**src/design/lrag_pkg.sv**
```systemverilog
// Shared types and constants for the LED ring animation generator.
// Used by the pixel walker and the top level; depends on nothing.
package lrag_pkg;

   localparam int REQ_DATA_W    = 8;
   localparam int RSP_DATA_W    = 32;
   localparam int CSR_INDEX_W   = 3;
   localparam int CSR_DATA_W    = 24;
   localparam int SPEED_W       = 20;
   localparam int COUNT_W       = 22;
   localparam int PIXEL_INDEX_W = 6;
   localparam int QUOT_W        = 9;

   typedef logic [23:0] rgb_type;
   typedef logic [2:0]  mode_type;

   localparam mode_type MODE_CLEAR     = 3'd0;
   localparam mode_type MODE_CHASE     = 3'd1;
   localparam mode_type MODE_EYE       = 3'd2;
   localparam mode_type MODE_RAINBOW   = 3'd3;
   localparam mode_type MODE_COUNTDOWN = 3'd4;

   localparam logic [CSR_INDEX_W-1:0] CSR_MODE      = 3'd0;
   localparam logic [CSR_INDEX_W-1:0] CSR_SPEED     = 3'd1;
   localparam logic [CSR_INDEX_W-1:0] CSR_CHASE     = 3'd2;
   localparam logic [CSR_INDEX_W-1:0] CSR_HEAD      = 3'd3;
   localparam logic [CSR_INDEX_W-1:0] CSR_BODY      = 3'd4;
   localparam logic [CSR_INDEX_W-1:0] CSR_NEAR_TAIL = 3'd5;
   localparam logic [CSR_INDEX_W-1:0] CSR_FAR_TAIL  = 3'd6;

   localparam logic [11:0] HOUR_S     = 12'd3600;
   localparam logic [9:0]  CLEAR_MS   = 10'd1000;
   localparam logic [2:0]  CHASE_LAST = 3'd4;

   // floor(x / 3600) = (x * HOUR_RECIP) >> HOUR_SHIFT for x below 2^21
   localparam int                      HOUR_RECIP_W = 21;
   localparam logic [HOUR_RECIP_W-1:0] HOUR_RECIP   = 21'd1193047;
   localparam int                      HOUR_SHIFT   = 32;

   typedef struct packed {
      mode_type mode;
      rgb_type  chase_color;
      rgb_type  head_color;
      rgb_type  body_color;
      rgb_type  near_tail_color;
      rgb_type  far_tail_color;
   } cfg_type;

   typedef struct packed {
      logic load;
      logic step;
   } walk_ctl_type;

endpackage

```
**src/design/lrag_pixel_gen.sv**
```systemverilog
// Pixel walker: steps through the ring one pixel per step and gives its colour.
// Keeps ring offsets and the wheel position as running counters; uses lrag_pkg.
module lrag_pixel_gen #(
   parameter int RING_PIXELS = 24
) (
   input  logic                             clock,
   input  lrag_pkg::walk_ctl_type           ctl,
   input  lrag_pkg::cfg_type                cfg,
   input  lrag_pkg::rgb_type                eye_head,
   input  logic [2:0]                       chase_phase,
   input  logic [$clog2(RING_PIXELS)-1:0]   eye_position,
   input  logic [7:0]                       wheel_offset,
   output logic [$clog2(RING_PIXELS)-1:0]   pixel_index,
   output lrag_pkg::rgb_type                color,
   output logic                             last_pixel
);
   import lrag_pkg::*;

   localparam int PW = $clog2(RING_PIXELS);
   localparam logic [PW-1:0] LAST_P    = PW'(RING_PIXELS - 1);
   localparam logic [PW-1:0] RING_LOW  = PW'(RING_PIXELS);
   localparam logic [PW:0]   RING_N    = (PW+1)'(RING_PIXELS);
   localparam logic [7:0]    WHEEL_Q   = 8'(256 / RING_PIXELS);
   localparam logic [PW:0]   WHEEL_R   = (PW+1)'(256 % RING_PIXELS);
   localparam logic [3:0]    RING_MOD5 = 4'(RING_PIXELS % 5);
   localparam logic [3:0]    CHASE_STEP = 4'd5;
   localparam logic [PW-1:0] EYE_FAR   = PW'(0);
   localparam logic [PW-1:0] EYE_NEAR  = PW'(1);
   localparam logic [PW-1:0] EYE_BODY_END = PW'(4);
   localparam logic [PW-1:0] EYE_HEAD  = PW'(5);
   localparam logic [7:0]    THIRD     = 8'd85;
   localparam logic [7:0]    TWO_THIRD = 8'd170;

   logic [PW-1:0] p_ff, p_in;
   logic [PW-1:0] rel_ff, rel_in;
   logic [PW-1:0] off_ff, off_in;
   logic [2:0]    m5_ff, m5_in;
   logic [7:0]    q_ff, q_in;
   logic [PW-1:0] r_ff, r_in;

   logic [PW:0]   r_sum;
   logic          r_wrap;
   logic [3:0]    m5_sum;
   logic [7:0]    wheel_pos;
   logic [7:0]    w;
   logic [7:0]    wa;
   logic [7:0]    w3;
   rgb_type       wheel_color;
   rgb_type       eye_color;

   assign r_sum  = {1'b0, r_ff} + WHEEL_R;
   assign r_wrap = (r_sum >= RING_N);
   assign m5_sum = RING_MOD5 + CHASE_STEP - {1'b0, chase_phase};

   always_comb begin
      p_in   = p_ff;
      rel_in = rel_ff;
      off_in = off_ff;
      m5_in  = m5_ff;
      q_in   = q_ff;
      r_in   = r_ff;
      if (ctl.load) begin
         p_in   = '0;
         q_in   = '0;
         r_in   = '0;
         rel_in = (chase_phase == 3'd0) ? '0 : RING_LOW - PW'(chase_phase);
         off_in = (eye_position == '0) ? '0 : RING_LOW - eye_position;
         if (chase_phase == 3'd0) begin
            m5_in = '0;
         end else if (m5_sum >= CHASE_STEP) begin
            m5_in = 3'(m5_sum - CHASE_STEP);
         end else begin
            m5_in = 3'(m5_sum);
         end
      end else if (ctl.step) begin
         p_in   = p_ff + PW'(1);
         rel_in = (rel_ff == LAST_P) ? '0 : rel_ff + PW'(1);
         off_in = (off_ff == LAST_P) ? '0 : off_ff + PW'(1);
         if (rel_ff == LAST_P || m5_ff == CHASE_LAST) begin
            m5_in = '0;
         end else begin
            m5_in = m5_ff + 3'd1;
         end
         q_in = q_ff + WHEEL_Q + {7'd0, r_wrap};
         r_in = r_wrap ? PW'(r_sum - RING_N) : PW'(r_sum);
      end
   end

   always_ff @(posedge clock) begin
      p_ff   <= p_in;
      rel_ff <= rel_in;
      off_ff <= off_in;
      m5_ff  <= m5_in;
      q_ff   <= q_in;
      r_ff   <= r_in;
   end

   assign wheel_pos = q_ff + wheel_offset;
   assign w         = ~wheel_pos;

   always_comb begin
      priority if (w < THIRD) begin
         wa = w;
      end else if (w < TWO_THIRD) begin
         wa = w - THIRD;
      end else begin
         wa = w - TWO_THIRD;
      end
      w3 = (wa << 1) + wa;
      priority if (w < THIRD) begin
         wheel_color = {~w3, 8'h00, w3};
      end else if (w < TWO_THIRD) begin
         wheel_color = {8'h00, w3, ~w3};
      end else begin
         wheel_color = {w3, ~w3, 8'h00};
      end
   end

   always_comb begin
      priority if (off_ff == EYE_FAR) begin
         eye_color = cfg.far_tail_color;
      end else if (off_ff == EYE_NEAR) begin
         eye_color = cfg.near_tail_color;
      end else if (off_ff <= EYE_BODY_END) begin
         eye_color = cfg.body_color;
      end else if (off_ff == EYE_HEAD) begin
         eye_color = eye_head;
      end else begin
         eye_color = '0;
      end
   end

   always_comb begin
      unique case (cfg.mode)
         MODE_CHASE:                color = (m5_ff == 3'd0) ? cfg.chase_color : '0;
         MODE_EYE, MODE_COUNTDOWN:  color = eye_color;
         MODE_RAINBOW:              color = wheel_color;
         default:                   color = '0;
      endcase
   end

   assign pixel_index = p_ff;
   assign last_pixel  = (p_ff == LAST_P);

endmodule

```
**src/design/led_ring_animation_generator.sv**
```systemverilog
// Top level of the LED ring animation generator: registers, frame timer, sequencer.
// Instantiates lrag_pixel_gen; uses lrag_pkg.
//
// Use:
//   req_*  : one item per millisecond tick; req_tdata[0] is restart (1 clears the
//            animation positions and emits a frame at once).
//   rsp_*  : one item per pixel, pixel 0 first; rsp_tlast marks the last pixel.
//   csr_*  : register writes (index, data), always ready; write only while idle.
// Sequence:
//   A tick that emits no frame only counts the frame timer down and stays idle.
//   A tick that emits a frame passes through the accepting state, a state for the
//   reciprocal multiply that forms the whole hours for countdown mode, one for the
//   frame delay product, then one pixel per cycle out of the walker while rsp does not stall.
//   The next item is taken once the last pixel sits in the output register.
// Reset: registers return to their defaults, timer and positions to zero, so the
//   first tick emits a frame.
// Stall: a stalled rsp side holds the current pixel and freezes the walker.
module led_ring_animation_generator #(
   parameter int RING_PIXELS = 24
) (
   input  logic                                clock,
   input  logic                                reset,
   input  logic                                req_tvalid,
   output logic                                req_tready,
   input  logic [lrag_pkg::REQ_DATA_W-1:0]     req_tdata,  // [0] restart
   output logic                                rsp_tvalid,
   input  logic                                rsp_tready,
   output logic [lrag_pkg::RSP_DATA_W-1:0]     rsp_tdata,  // [5:0] pixel_index, [13:6] red,
                                                           // [21:14] green, [29:22] blue
   output logic                                rsp_tlast,  // last_pixel
   input  logic                                csr_valid,
   output logic                                csr_ready,
   input  logic [lrag_pkg::CSR_INDEX_W-1:0]    csr_index,
   input  logic [lrag_pkg::CSR_DATA_W-1:0]     csr_data
);
   import lrag_pkg::*;

   localparam int PW = $clog2(RING_PIXELS);
   localparam logic [PW-1:0] LAST_P = PW'(RING_PIXELS - 1);
   localparam int REM_W = SPEED_W + 1;
   localparam int HOUR_PROD_W = REM_W + HOUR_RECIP_W;

   localparam cfg_type CFG_RESET = '{
      mode:            MODE_CLEAR,
      chase_color:     24'hFFFFFF,
      head_color:      24'hCD5C5C,
      body_color:      24'h008000,
      near_tail_color: 24'h004E00,
      far_tail_color:  24'h001C00
   };
   localparam logic [SPEED_W-1:0] SPEED_RESET = 20'd20;

   typedef enum logic [1:0] {S_IDLE, S_DIV, S_DELAY, S_EMIT} state_type;

   state_type              state_ff, state_in;
   cfg_type                cfg_ff, cfg_in;
   logic [SPEED_W-1:0]     speed_ff, speed_in;
   logic [COUNT_W-1:0]     count_ff, count_in;
   logic [2:0]             phase_ff, phase_in;
   logic [PW-1:0]          eye_ff, eye_in;
   logic [7:0]             wheel_ff, wheel_in;
   logic [REM_W-1:0]       rem_ff, rem_in;
   logic [QUOT_W-1:0]      quot_ff, quot_in;
   logic [COUNT_W-1:0]     delay_ff, delay_in;
   logic                   rsp_valid_ff, rsp_valid_in;
   logic [RSP_DATA_W-1:0]  rsp_data_ff, rsp_data_in;
   logic                   rsp_last_ff, rsp_last_in;

   walk_ctl_type           walk_ctl;
   rgb_type                eye_head;
   rgb_type                pix_color;
   logic [PW-1:0]          pix_index;
   logic                   pix_last;
   logic [HOUR_PROD_W-1:0] hour_prod;
   logic [18:0]            hour_ms;
   logic                   out_free;

   assign req_tready = (state_ff == S_IDLE);
   assign csr_ready  = 1'b1;
   assign rsp_tvalid = rsp_valid_ff;
   assign rsp_tdata  = rsp_data_ff;
   assign rsp_tlast  = rsp_last_ff;

   assign hour_prod = HOUR_PROD_W'(rem_ff) * HOUR_PROD_W'(HOUR_RECIP);
   assign hour_ms   = 19'(quot_ff) * 19'(CLEAR_MS);
   assign out_free  = !rsp_valid_ff || rsp_tready;
   assign eye_head  = (cfg_ff.mode == MODE_COUNTDOWN && quot_ff > QUOT_W'(1))
                      ? cfg_ff.body_color : cfg_ff.head_color;

   lrag_pixel_gen #(
      .RING_PIXELS (RING_PIXELS)
   ) u_pixel_gen (
      .clock        (clock),
      .ctl          (walk_ctl),
      .cfg          (cfg_ff),
      .eye_head     (eye_head),
      .chase_phase  (phase_ff),
      .eye_position (eye_ff),
      .wheel_offset (wheel_ff),
      .pixel_index  (pix_index),
      .color        (pix_color),
      .last_pixel   (pix_last)
   );

   always_comb begin
      state_in     = state_ff;
      cfg_in       = cfg_ff;
      speed_in     = speed_ff;
      count_in     = count_ff;
      phase_in     = phase_ff;
      eye_in       = eye_ff;
      wheel_in     = wheel_ff;
      rem_in       = rem_ff;
      quot_in      = quot_ff;
      delay_in     = delay_ff;
      rsp_valid_in = rsp_valid_ff && !rsp_tready;
      rsp_data_in  = rsp_data_ff;
      rsp_last_in  = rsp_last_ff;
      walk_ctl     = '{load: 1'b0, step: 1'b0};

      if (csr_valid) begin
         unique case (csr_index)
            CSR_MODE:      cfg_in.mode            = csr_data[2:0];
            CSR_SPEED:     speed_in               = csr_data[SPEED_W-1:0];
            CSR_CHASE:     cfg_in.chase_color     = csr_data;
            CSR_HEAD:      cfg_in.head_color      = csr_data;
            CSR_BODY:      cfg_in.body_color      = csr_data;
            CSR_NEAR_TAIL: cfg_in.near_tail_color = csr_data;
            CSR_FAR_TAIL:  cfg_in.far_tail_color  = csr_data;
            default:       cfg_in                 = cfg_ff;
         endcase
      end

      unique case (state_ff)
         S_IDLE: begin
            if (req_tvalid) begin
               if (req_tdata[0] || count_ff <= COUNT_W'(1)) begin
                  if (req_tdata[0]) begin
                     phase_in = '0;
                     eye_in   = '0;
                     wheel_in = '0;
                  end
                  rem_in   = {1'b0, speed_ff} + REM_W'(HOUR_S - 12'd1);
                  state_in = S_DIV;
               end else begin
                  count_in = count_ff - COUNT_W'(1);
               end
            end
         end
         S_DIV: begin
            quot_in  = hour_prod[HOUR_SHIFT +: QUOT_W];
            state_in = S_DELAY;
         end
         S_DELAY: begin
            unique case (cfg_ff.mode)
               MODE_CHASE:   delay_in = COUNT_W'({speed_ff, 1'b0});
               MODE_EYE:     delay_in = COUNT_W'(speed_ff);
               MODE_RAINBOW: delay_in = COUNT_W'(speed_ff >> 1);
               MODE_COUNTDOWN: begin
                  delay_in = (quot_ff <= QUOT_W'(1)) ? COUNT_W'(speed_ff)
                                                     : COUNT_W'(hour_ms);
               end
               default:      delay_in = COUNT_W'(CLEAR_MS);
            endcase
            walk_ctl.load = 1'b1;
            state_in      = S_EMIT;
         end
         S_EMIT: begin
            if (out_free) begin
               rsp_valid_in  = 1'b1;
               rsp_data_in   = {2'b00, pix_color[7:0], pix_color[15:8], pix_color[23:16],
                                PIXEL_INDEX_W'(pix_index)};
               rsp_last_in   = pix_last;
               walk_ctl.step = 1'b1;
               if (pix_last) begin
                  count_in = delay_ff;
                  state_in = S_IDLE;
                  unique case (cfg_ff.mode)
                     MODE_CHASE:   phase_in = (phase_ff == CHASE_LAST) ? '0 : phase_ff + 3'd1;
                     MODE_EYE, MODE_COUNTDOWN: eye_in = (eye_ff == LAST_P) ? '0 : eye_ff + PW'(1);
                     MODE_RAINBOW: wheel_in = wheel_ff + 8'd1;
                     default:      phase_in = phase_ff;
                  endcase
               end
            end
         end
         default: state_in = S_IDLE;
      endcase
   end

   always_ff @(posedge clock) begin
      if (reset) begin
         state_ff     <= S_IDLE;
         cfg_ff       <= CFG_RESET;
         speed_ff     <= SPEED_RESET;
         count_ff     <= '0;
         phase_ff     <= '0;
         eye_ff       <= '0;
         wheel_ff     <= '0;
         rsp_valid_ff <= 1'b0;
      end else begin
         state_ff     <= state_in;
         cfg_ff       <= cfg_in;
         speed_ff     <= speed_in;
         count_ff     <= count_in;
         phase_ff     <= phase_in;
         eye_ff       <= eye_in;
         wheel_ff     <= wheel_in;
         rsp_valid_ff <= rsp_valid_in;
      end
      rem_ff      <= rem_in;
      quot_ff     <= quot_in;
      delay_ff    <= delay_in;
      rsp_data_ff <= rsp_data_in;
      rsp_last_ff <= rsp_last_in;
   end

endmodule

```
**config.mk**
```make
export PLATFORM = sky130hd
export DESIGN_NAME = led_ring_animation_generator
export DESIGN_NICKNAME = d
export VERILOG_FILES = /design/src/design/lrag_pkg.sv /design/src/design/lrag_pixel_gen.sv /design/src/design/led_ring_animation_generator.sv
export SDC_FILE = /design/constraint.sdc
export NUM_CORES = 1
export LEC_CHECK = 0
export BUFFER_PORTS_ARGS = -buffer_cell sky130_fd_sc_hd__buf_4
export CAP_MARGIN = 30
export CORE_MARGIN = 2
export CORE_UTILIZATION = 40
export CTS_CLUSTER_SIZE = 10
export DETAILED_ROUTE_END_ITERATION = 16
export SETUP_SLACK_MARGIN = 0.1
export SYNTH_ARGS = -nofsm -noshare
export SYNTH_HDL_FRONTEND = slang
export SYNTH_SLANG_ARGS = --single-unit
```
**constraint.sdc**
```tcl
create_clock -name clock -period 16.81 [get_ports clock]
set_input_delay 2.5215 -clock clock [delete_from_list [all_inputs] [get_ports clock]]
set_output_delay 2.5215 -clock clock [all_outputs]
set_load 0.02 [all_outputs]
```
==> PnR_summary.wiki, run 1 <==
{| class="wikitable"
! Metric !! Value
|-
| Status || finished, final reports clean
|-
| Max Clock Skew || between 0.02 and 0.03 ns
|-
| Critical Path AT || 7.58 ns
|-
| Setup violations, final || 0
|-
| Weighted congestion at the end of routability-driven global placement || 0.848
|-
| Number of cells on the worst hold path || 2
|-
| Netlist Area Pre-Place || 22700 um^2
|-
| Count of antenna-violating nets left after detailed routing || 0
|-
| Fillers || 5419
|-
| CP Max Fanout || 8
|-
| CP Launch Type || register
|-
| Count of flip-flops with a built-in enable after synthesis || 94
|-
| Count of endpoints failing hold in the final timing report || 0
|-
| CTS Root Cell || sky130_fd_sc_hd__clkbuf_16
|-
| Total setup buffers inserted after CTS || 0
|-
| Worst Path Class, Setup || reg -> reg
|-
| Placed wire-length estimate || 41600 um
|-
| Post-cts repair resize count || 0
|-
| Mean instance size in the synthesized netlist || 9.15 um^2
|-
| Drt first-iter violations || about 1100
|-
| Via count || 17302
|-
| RSZ-0062 raised after global routing || false
|-
| Drt drc || 0
|-
| Global-route wire length before repair || 93600 um
|-
| Actual slew at the worst max-slew pin || approximately 1.0 ns
|-
| Fraction of final layout cells sized beyond drive strength 1 || slightly above 6%
|-
| Total number of yosys warnings || 0
|-
| 1st-pass router iterations || 7
|-
| Data required time at the worst endpoint || 17.10 ns
|-
| Boundary pin count || 76
|-
| Count of unique library cells instantiated by Yosys || 76
|-
| Std cell rows || 87
|-
| Type of the most critical hold path || reg -> reg
|-
| Signed area change from the synthesized netlist to the final layout || 10.4%
|-
| Worst slew slack as a fraction of its limit || a little under a third
|-
| Nets || 3014
|-
| Proportion of synthesized chip area in sequential cells || 30.0%
|-
| Endpoint class of the critical path || register
|-
| Number of clock sinks || 293
|-
| TritonCTS Buffers || 36
|-
| Highest Clock Rate || around 0.14 GHz
|-
| Fin crit period || 7.29 ns
|-
| Initial antenna violation count || 1
|-
| Die span in y || between 200 and 250 um
|-
| Max-cap check violation count || 0
|-
| Final wirelength || 56600 um
|-
| Area of the die || 58600 um^2
|-
| Total count of max-transition violations in the final report || 0
|-
| Maximum number of pins on one net before global-route repair || between 90 and 100
|-
| H-tree lvl count || 2
|-
| Number of port buffers || 64
|-
| Die boundary width || 242 um
|-
| Insertion delay of the later-clocked pin in the worst-skew pair || 0.56 ns
|-
| Vias per Instance || 5.26
|-
| Clk buf depth || 3
|-
| Gate Count Post-Synth || 2477
|-
| Wirelength per Cell || around 17 um
|-
| Most instantiated flip-flop cell in the synthesis netlist || sky130_fd_sc_hd__dfxtp_1
|-
| Via count of the first global-routing pass || 17575
|-
| Register bit count reported by yosys || between 200 and 300
|-
| Effective utilization at floorplan || 40.4%
|-
| Number of buffers added to fix hold violations after cts || 0
|-
| Async set or reset register ratio after synthesis || 0%
|-
| TritonCTS clock tree || built
|-
| CTS clock-pin slew for the worst setup and hold paths || around 0.06 ns
|-
| Post-route fraction of the period consumed by the critical path || 43.4%
|-
| GRT Overall Usage || 19.7%
|-
| Worst reg-to-reg path cell count || 22
|-
| GRT Residual Overflow || 0
|-
| Setup TNS || 0 ns
|-
| Core area || 56200 um^2
|}
[per-layer routing]
layer  wire [um]  vias up  track usage (%)
li1            -     8408                -
met1       25400     8433             26.5
met2       27000      388             33.2
met3        3100       71             3.22
met4        1060        2             4.87
met5          16        -                0
[cells in the mapped netlist (all sizes together) (10+ instances only)]
master,count,area (um^2)
xor2,32,280
ha,310,3880
dfxtp,199,3980
a22oi,25,188
clkbuf,83,312
xnor2,53,472
a21o,20,151
a21oi,158,791
nand2b,17,106
o21ai,117,586
nor2,104,390
nand3,33,165
edfxtp,94,2820
nor4,10,75.1
o211ai,29,218
inv,330,1240
mux2i,39,390
or3,10,62.6
fa,157,3140
nor3,24,125
nand3b,47,353
buf,18,97.6
nand2,401,1510
o22ai,12,75.1
nor2b,11,68.8
[state kept, by name (all words and copies together), names as in the netlist, 8 cells and up]
name / cells
rsp_tdata: 29
u_pixel_gen.q_ff: 8
quot_ff: 9
delay_ff: 21
wheel_ff: 8
cfg_ff: 123
count_ff: 22
rem_ff: 21
speed_ff: 20
[cell families after synthesis]
logic type / after synthesis / share of synthesized area, %
DFF: 293 / 30.0
buffers and inverters: 432 / 7.29
muxes: 39 / 1.72
adders and majority gates: 467 / 31.0
other: 2 / 0.0331
and+or+nand+nor: 704 / 14.1
xor gates and xnor gates: 85 / 3.32
AOI/OAI and AO/OA: 455 / 12.6
[metrics by stage]
stage / area, um^2 / worst slack, ns / instances / hold slack, ns / util, %
2_1_floorplan: 22700 / 11.02 / 2479 / 0.433 / -
3_3_place_gp: 23900 / 9.64 / 3219 / 0.438 / 42.5
3_5_place_dp: 24000 / 9.58 / 3225 / 0.443 / 42.7
4_1_cts: 25000 / 9.56 / 3286 / 0.451 / 44.6
5_1_grt: 25000 / 9.13 / 3286 / 0.472 / 44.6
6_report: 25000 / 9.52 / 3287 / 0.451 / 44.6
[layout make-up]
cell class,instances,area [um^2],share of cell area (%)
Sequential cell,293,6810,27.2
Timing Repair Buffer,91,766,3.06
Inverter,331,1240,4.96
Tap cell,756,946,3.78
Clock inverter,6,61.3,0.245
Multi-Input combinational cell,1754,14200,56.9
Antenna cell,1,2.50,0.0100
Clock buffer,55,972,3.88
[cells in the final DEF, fill, tap and decap left out, types with 47 or more instances in the layout]
cell type	instances
sky130_fd_sc_hd__a21oi_1	158
sky130_fd_sc_hd__buf_4	85
sky130_fd_sc_hd__dfxtp_1	199
sky130_fd_sc_hd__edfxtp_1	94
sky130_fd_sc_hd__fa_1	157
sky130_fd_sc_hd__ha_1	309
sky130_fd_sc_hd__inv_1	330
sky130_fd_sc_hd__nand2_1	401
sky130_fd_sc_hd__nand3b_1	47
sky130_fd_sc_hd__nor2_1	103
sky130_fd_sc_hd__o21ai_0	116
sky130_fd_sc_hd__xnor2_1	52
[path summary, 6_finish.rpt]
check / start / end / slack [ns]
worst max-delay path: rem_ff[15] / quot_ff[3] / 9.52
worst min-delay path: cfg_ff[9] / cfg_ff[9] / 0.45
worst max register to register: rem_ff[15] / quot_ff[3] / 9.52
worst min register to register: cfg_ff[9] / cfg_ff[9] / 0.45
[critical path, stage by stage, from the launching register on]
cell,delay (ns)
sky130_fd_sc_hd__edfxtp_1,0.69
sky130_fd_sc_hd__inv_1,0.26
sky130_fd_sc_hd__fa_1,0.60
sky130_fd_sc_hd__inv_1,0.05
sky130_fd_sc_hd__ha_1,0.27
sky130_fd_sc_hd__inv_1,0.06
sky130_fd_sc_hd__fa_1,0.51
sky130_fd_sc_hd__inv_1,0.05
sky130_fd_sc_hd__fa_1,0.46
sky130_fd_sc_hd__fa_1,0.54
sky130_fd_sc_hd__inv_1,0.05
sky130_fd_sc_hd__fa_1,0.52
sky130_fd_sc_hd__inv_1,0.05
sky130_fd_sc_hd__ha_1,0.31
sky130_fd_sc_hd__a211o_1,0.31
sky130_fd_sc_hd__nor3b_1,0.40
sky130_fd_sc_hd__nand2_1,0.09
sky130_fd_sc_hd__nor4_1,0.73
sky130_fd_sc_hd__o21ai_0,0.35
sky130_fd_sc_hd__a21o_1,0.28
sky130_fd_sc_hd__a21o_1,0.20
sky130_fd_sc_hd__a21oi_1,0.19
sky130_fd_sc_hd__xnor2_1,0.08
Power of run 1 is not shown: default switching activity piles up to over one toggle a cycle in this logic, so the estimate is an artifact.
==> run 2, diff against run 1 <==
ABC_AREA = 1   (was not set)
clock period = 6 ns   (was 16.81 ns; I/O delays follow)
==> PnR_summary.wiki, run 2 <==
{| class="wikitable"
! Metric !! Value
|-
| Core area || 58700 um^2
|-
| Fraction of final layout cells sized beyond drive strength 1 || roughly 7.9%
|-
| GRT Residual Overflow || 0
|-
| Most used standard cell by instance count after synthesis || sky130_fd_sc_hd__inv_1
|-
| Fillers || 5714
|-
| Type of the most critical hold path || reg -> reg
|-
| Largest Register || cfg_ff
|-
| Number of buffers added to fix hold violations after cts || 0
|-
| Gate Count Post-Synth || 2874
|-
| Share of the core filled with cells || 44.9%
|-
| Initial antenna violation count || 3
|-
| Cells along the critical path || ha_1, ha_1, inv_1, fa_1, inv_1, fa_1, fa_1, fa_1, inv_1, fa_1, inv_1, ha_1, a21oi_1, nor2_1, nor2_1, nand2_1, a211oi_1, o21ai_1, nand3_1, nand2_1, nand2_1, nand2_1
|-
| Endpoint class of the critical path || register
|-
| Global-route wire length before repair || 102000 um
|-
| Count of endpoints failing hold in the final timing report || 0
|-
| Via count of the first global-routing pass || approximately 19000
|-
| CTS clock-pin slew for the worst setup and hold paths || 0.06 ns
|-
| Weighted congestion at the end of routability-driven global placement || 0.881
|-
| Nets || 3454
|-
| Area of the die || 61100 um^2
|-
| Area of placed instances || 25100 um^2
|-
| Netlist Area Pre-Place || 23600 um^2
|-
| Setup violations, final || 0
|-
| Worst Path Class, Setup || reg -> reg
|-
| CP max stage cell || sky130_fd_sc_hd__fa_1
|-
| Wirelength per Cell || 16.8 um
|-
| Post-route fraction of the period consumed by the critical path || between 90% and 100%
|-
| Boundary pin count || 76
|-
| TritonCTS clock tree || built
|-
| TritonCTS Buffers || 37
|-
| Proportion of synthesized chip area in sequential cells || between 20 and 30%
|-
| Total count of max-transition violations in the final report || 0
|-
| Total number of yosys warnings || 0
|-
| Setup TNS || 0 ns
|-
| Clk buf depth || 3
|-
| Max incr delay on CP || 0.56 ns
|-
| Fin crit period || 5.68 ns
|-
| Commonest non-fill, non-tap cell in the layout || sky130_fd_sc_hd__inv_1
|-
| Std cell rows || ~90
|-
| Highest Clock Rate || between 0.15 and 0.2 GHz
|-
| Count of antenna-violating nets left after detailed routing || 0
|-
| Data required time at the worst endpoint || 6.30 ns
|-
| Top library cells by usage in the layout, fill and taps aside || sky130_fd_sc_hd__inv_1, sky130_fd_sc_hd__nand2_1, sky130_fd_sc_hd__nor2_1
|-
| Most frequent cells after synthesis || sky130_fd_sc_hd__inv_1, sky130_fd_sc_hd__nand2_1, sky130_fd_sc_hd__nor2_1
|-
| Register bit count reported by yosys || 293
|-
| Most instantiated flip-flop cell in the synthesis netlist || sky130_fd_sc_hd__dfxtp_1
|-
| Status || finished, final reports clean
|-
| Insertion delay of the later-clocked pin in the worst-skew pair || 0.55 ns
|-
| CP Launch Type || register
|-
| Drt first-iter violations || 1392
|-
| Largest cells by area after synthesis || sky130_fd_sc_hd__dfxtp_1, sky130_fd_sc_hd__ha_1, sky130_fd_sc_hd__fa_1
|-
| Number of port buffers || 64
|-
| 1st-pass router iterations || 5
|-
| CP dominant cell by count || sky130_fd_sc_hd__fa_1
|-
| Max Clock Skew || roughly 0.019 ns
|-
| Worst path top cell family by delay || adder cells
|-
| GRT Overall Usage || 21.0%
|-
| Drt drc || 0
|-
| Effective utilization at floorplan || 40.3%
|-
| Max-cap check violation count || 0
|-
| CTS Root Cell || sky130_fd_sc_hd__clkbuf_16
|-
| Final wirelength || 63100 um
|-
| Maximum number of pins on one net before global-route repair || approximately 90
|-
| Worst slew slack as a fraction of its limit || a little under a third
|-
| Number of clock sinks || 293
|-
| Vias per Instance || 5.25
|-
| H-tree lvl count || 2
|-
| CP Max Fanout || 4
|-
| Via count || about 20000
|-
| Die boundary width || 247 um
|-
| Die span in y || 247 um
|-
| Post-route cell area || 26300 um^2
|-
| Yosys top cell area share || 16.8%
|-
| Critical Path AT || 5.98 ns
|-
| Placed wire-length estimate || 48000 um
|-
| Signed area change from the synthesized netlist to the final layout || 11.4%
|-
| Async set or reset register ratio after synthesis || 0%
|-
| Count of flip-flops with a built-in enable after synthesis || 94
|-
| Mean instance size in the synthesized netlist || 8.23 um^2
|-
| Count of unique library cells instantiated by Yosys || 59
|-
| Worst Path Buf+Inv || 4
|-
| RSZ-0062 raised after global routing || true
|-
| Cell taking the most area after synthesis || sky130_fd_sc_hd__dfxtp_1
|-
| Actual slew at the worst max-slew pin || 1.03 ns
|-
| Max reg flops || 123
|}
-- run 2: cell count changes after synthesis, sizes merged, moves of 42 or more --
| cell | change |
|---|---|
| inv | +136 |
| nand3 | +119 |
| nand3b | -42 |
| nor2 | +219 |
| o21ai | +106 |
| xnor2 | -43 |
-- run 2: stage by stage --
step / worst slack (ns) / instances / hold WS [ns]
6_report: 0.323 / 3745 / 0.451
5_1_grt: 0.0986 / 3744 / 0.475
4_1_cts: 0.146 / 3735 / 0.453
3_5_place_dp: 0.167 / 3672 / 0.437
3_3_place_gp: 0.160 / 3672 / 0.431
2_1_floorplan: 0.763 / 2876 / 0.421
-- run 2: cell type report --
cell class | count | area, um^2 | area share [%]
Clock inverter | 5 | 51.3 | 0.195
Sequential cell | 293 | 6810 | 25.8
Clock buffer | 58 | 1070 | 4.05
Inverter | 469 | 1770 | 6.71
Multi-Input combinational cell | 2027 | 14700 | 56.0
Tap cell | 773 | 967 | 3.67
Timing Repair Buffer | 119 | 926 | 3.52
Antenna cell | 1 | 2.50 | 0.00950
-- run 2: kinds of logic (layout without fill, tap and decap cells) --
kind of cell	after synthesis	after routing	synth area share, %
xor+xnor	53	53	1.96
compound gates	510	510	12.6
other cells	2	5	0.0318
fa+ha+maj	467	467	29.7
simple gates	993	993	18.0
flops	293	293	28.8
buf+inv	556	651	8.97
-- run 2: routing by layer --
layer,global-route usage [%],vias to the layer above,share of wire [%]
li1,-,9600,-
met1,29.5,9433,46
met2,33.6,530,46
met3,3.58,78,6.4
met4,4.87,4,2.0
met5,0,-,0.038
-- run 2: path summary, 6_finish.rpt --
kind	slack (ns)	cells after the start	endpoint	startpoint
setup / recovery	0.32	22	quot_ff[8]	rem_ff[8]
hold / removal	0.45	2	cfg_ff[63]	cfg_ff[63]
setup reg to reg	0.32	22	quot_ff[8]	rem_ff[8]
hold reg to reg	0.45	2	cfg_ff[63]	cfg_ff[63]
-- run 2: worst register-to-register path: cells and delay by family, from the launching register on --
| kind | cells | cell delay, ns |
|---|---|---|
| buf+inv | 4 | 0.20 |
| compound gates | 3 | 0.62 |
| simple gates | 7 | 0.58 |
| flops | 1 | 0.50 |
| fa+ha+maj | 8 | 3.57 |
-- run 2: timing repair --
item	in CTS	in global routing
setup buffers	0	8
resized for setup	0	2
endpoints found under the setup margin	0	8
Power of run 2 is left out for the same reason.
==> run 3, diff against run 2 <==
CAP_MARGIN = not set   (was 30)
CORE_ASPECT_RATIO = 1.5   (was not set)
==> PnR_summary.wiki, run 3 (synthesis results as in run 2) <==
{| class="wikitable"
! Metric !! Value
|-
| Worst Path Buf+Inv || 7
|-
| Fin crit period || 5.66 ns
|-
| CP max stage cell || sky130_fd_sc_hd__fa_1
|-
| Signed area change from the synthesized netlist to the final layout || 10.6%
|-
| Std cell rows || approximately 110
|-
| Largest Register || cfg_ff
|-
| CP Max Fanout || 5
|-
| Critical path launch point || rem_ff[13]
|-
| Launch instance of the worst register-to-register path || rem_ff[13]
|-
| Worst Path Class, Setup || reg -> reg
|-
| Drt first-iter violations || 1254
|-
| 1st-pass router iterations || 7
|-
| Area of the die || 61100 um^2
|-
| CTS clock-pin slew for the worst setup and hold paths || 0.06 ns
|-
| Critical path endpoint || quot_ff[7]
|-
| Die span in y || 302 um
|-
| Commonest non-fill, non-tap cell in the layout || sky130_fd_sc_hd__inv_1
|-
| CTS Root Cell || sky130_fd_sc_hd__clkbuf_16
|-
| Vias per Instance || about 5.3
|-
| Top library cells by usage in the layout, fill and taps aside || sky130_fd_sc_hd__inv_1, sky130_fd_sc_hd__nand2_1, sky130_fd_sc_hd__nor2_1
|-
| Worst path top cell family by delay || adder cells
|-
| Max-cap check violation count || 0
|-
| Fraction of final layout cells sized beyond drive strength 1 || 7.58%
|-
| Worst reg-to-reg path cell count || 21
|-
| Wirelength per Cell || 17.7 um
|-
| TritonCTS clock tree || built
|-
| CP dominant cell by count || sky130_fd_sc_hd__inv_1
|-
| CP Launch Type || register
|-
| Number of clock sinks || 293
|-
| TritonCTS Buffers || 36
|-
| Stages on worst setup path || 21
|-
| Setup violations, final || 0
|-
| Reg2Reg Setup Slack || roughly 0.34 ns
|-
| Terminus of the critical flop-to-flop path || quot_ff[7]
|-
| GRT Residual Overflow || 0
|-
| Max incr delay on CP || 0.54 ns
|-
| H-tree lvl count || 2
|-
| Max Clock Skew || 0.0113 ns
|-
| Data required time at the worst endpoint || 6.27 ns
|-
| Type of the most critical hold path || reg -> reg
|-
| Diode insertion count for antenna repair || 0
|-
| GRT Overall Usage || between 20% and 30%
|-
| Count of antenna-violating nets left after detailed routing || 0
|-
| Effective utilization at floorplan || 40.3%
|-
| Worst slew slack as a fraction of its limit || 29.2%
|-
| Max reg flops || 123
|-
| Endpoint class of the critical path || register
|-
| Clk buf depth || 3
|-
| Cells along the critical path || inv_1, fa_1, inv_1, ha_1, fa_1, inv_1, fa_1, inv_1, fa_1, inv_1, fa_1, inv_1, ha_1, nand2_1, inv_1, a21boi_0, nand2_1, a221o_1, nand2_1, nand3_1, xor2_1
|-
| Final wirelength || 66200 um
|-
| Total count of max-transition violations in the final report || 0
|-
| Count of endpoints failing hold in the final timing report || 0
|-
| Status || finished, final reports clean
|-
| Core area || 58600 um^2
|-
| Weighted congestion at the end of routability-driven global placement || about 0.87
|-
| Actual slew at the worst max-slew pin || 1.06 ns
|-
| Setup TNS || 0 ns
|-
| Maximum number of pins on one net before global-route repair || between 100 and 150
|-
| Nets || 3442
|-
| Placed wire-length estimate || a little over 50000 um
|-
| Critical Path AT || 5.93 ns
|-
| Via count || 19604
|-
| Drt drc || 0
|-
| Initial antenna violation count || 0
|-
| Via count of the first global-routing pass || 20312
|-
| Number of buffers added to fix hold violations after cts || 0
|-
| Boundary pin count || 76
|-
| Post-route fraction of the period consumed by the critical path || roughly 94%
|-
| Die boundary width || 203 um
|-
| RSZ-0062 raised after global routing || true
|-
| Global-route wire length before repair || 106000 um
|-
| Highest Clock Rate || 0.177 GHz
|-
| Number of port buffers || 64
|-
| Insertion delay of the later-clocked pin in the worst-skew pair || 0.54 ns
|}
[run 3: cell types whose count changed in the layout (fill, tap and decap cells not counted), sizes merged]
cell / change
clkinv: -1
inv: +2
diode: -1
clkbuf: -4
buf: -11
[run 3: metal layers]
layer  vias to the layer above  global-route usage, %  part of all wire, %
met1                      9451                   22.7                   36
met5                         -                      0                    0
met4                         0                   11.9                  5.6
met3                       156                   2.25                  3.4
li1                       9553                      -                    -
met2                       444                   42.8                   55
[run 3: layout make-up]
cell class | count | area (um^2)
Timing Repair Buffer | 108 | 811
Fill cell | 5885 | 32500
Clock buffer | 54 | 990
Sequential cell | 293 | 6810
Multi-Input combinational cell | 2027 | 14800
Clock inverter | 6 | 61.3
Inverter | 469 | 1770
Tap cell | 777 | 972
[run 3: how the worst min path moves through the flow]
stage                           from          to  slack (ns)  cells after the start
after floorplan           cfg_ff[74]  cfg_ff[74]        0.42                      2
after global routing      cfg_ff[82]  cfg_ff[82]        0.47                      2
after detailed placement  cfg_ff[12]  cfg_ff[12]        0.44                      2
after CTS                 cfg_ff[12]  cfg_ff[12]        0.45                      2
after global placement    cfg_ff[90]  cfg_ff[90]        0.43                      2
final                     cfg_ff[12]  cfg_ff[12]        0.45                      2
[run 3: stage by stage]
stage	cells	hold WS (ns)	setup slack, ns	area (um^2)	util [%]
floorplan	2876	0.421	0.763	23700	-
global placement	3670	0.432	0.275	25100	42.8
detailed placement	3670	0.438	0.222	25100	42.8
CTS	3730	0.452	0.181	26100	44.5
global route	3734	0.474	0.0437	26200	44.6
finish	3734	0.451	0.342	26200	44.6
[run 3: timing repair]
item,CTS,global route
setup buffers,0,4
endpoints found under the setup margin,0,5
gates resized for setup,0,3
[run 3: tightest hold or removal path, cell delays in order, from the launching register on]
cell,delay (ns)
sky130_fd_sc_hd__dfxtp_1,0.32
sky130_fd_sc_hd__nand2_1,0.05
sky130_fd_sc_hd__nand3_1,0.05
Power of run 3 is left out for the same reason.
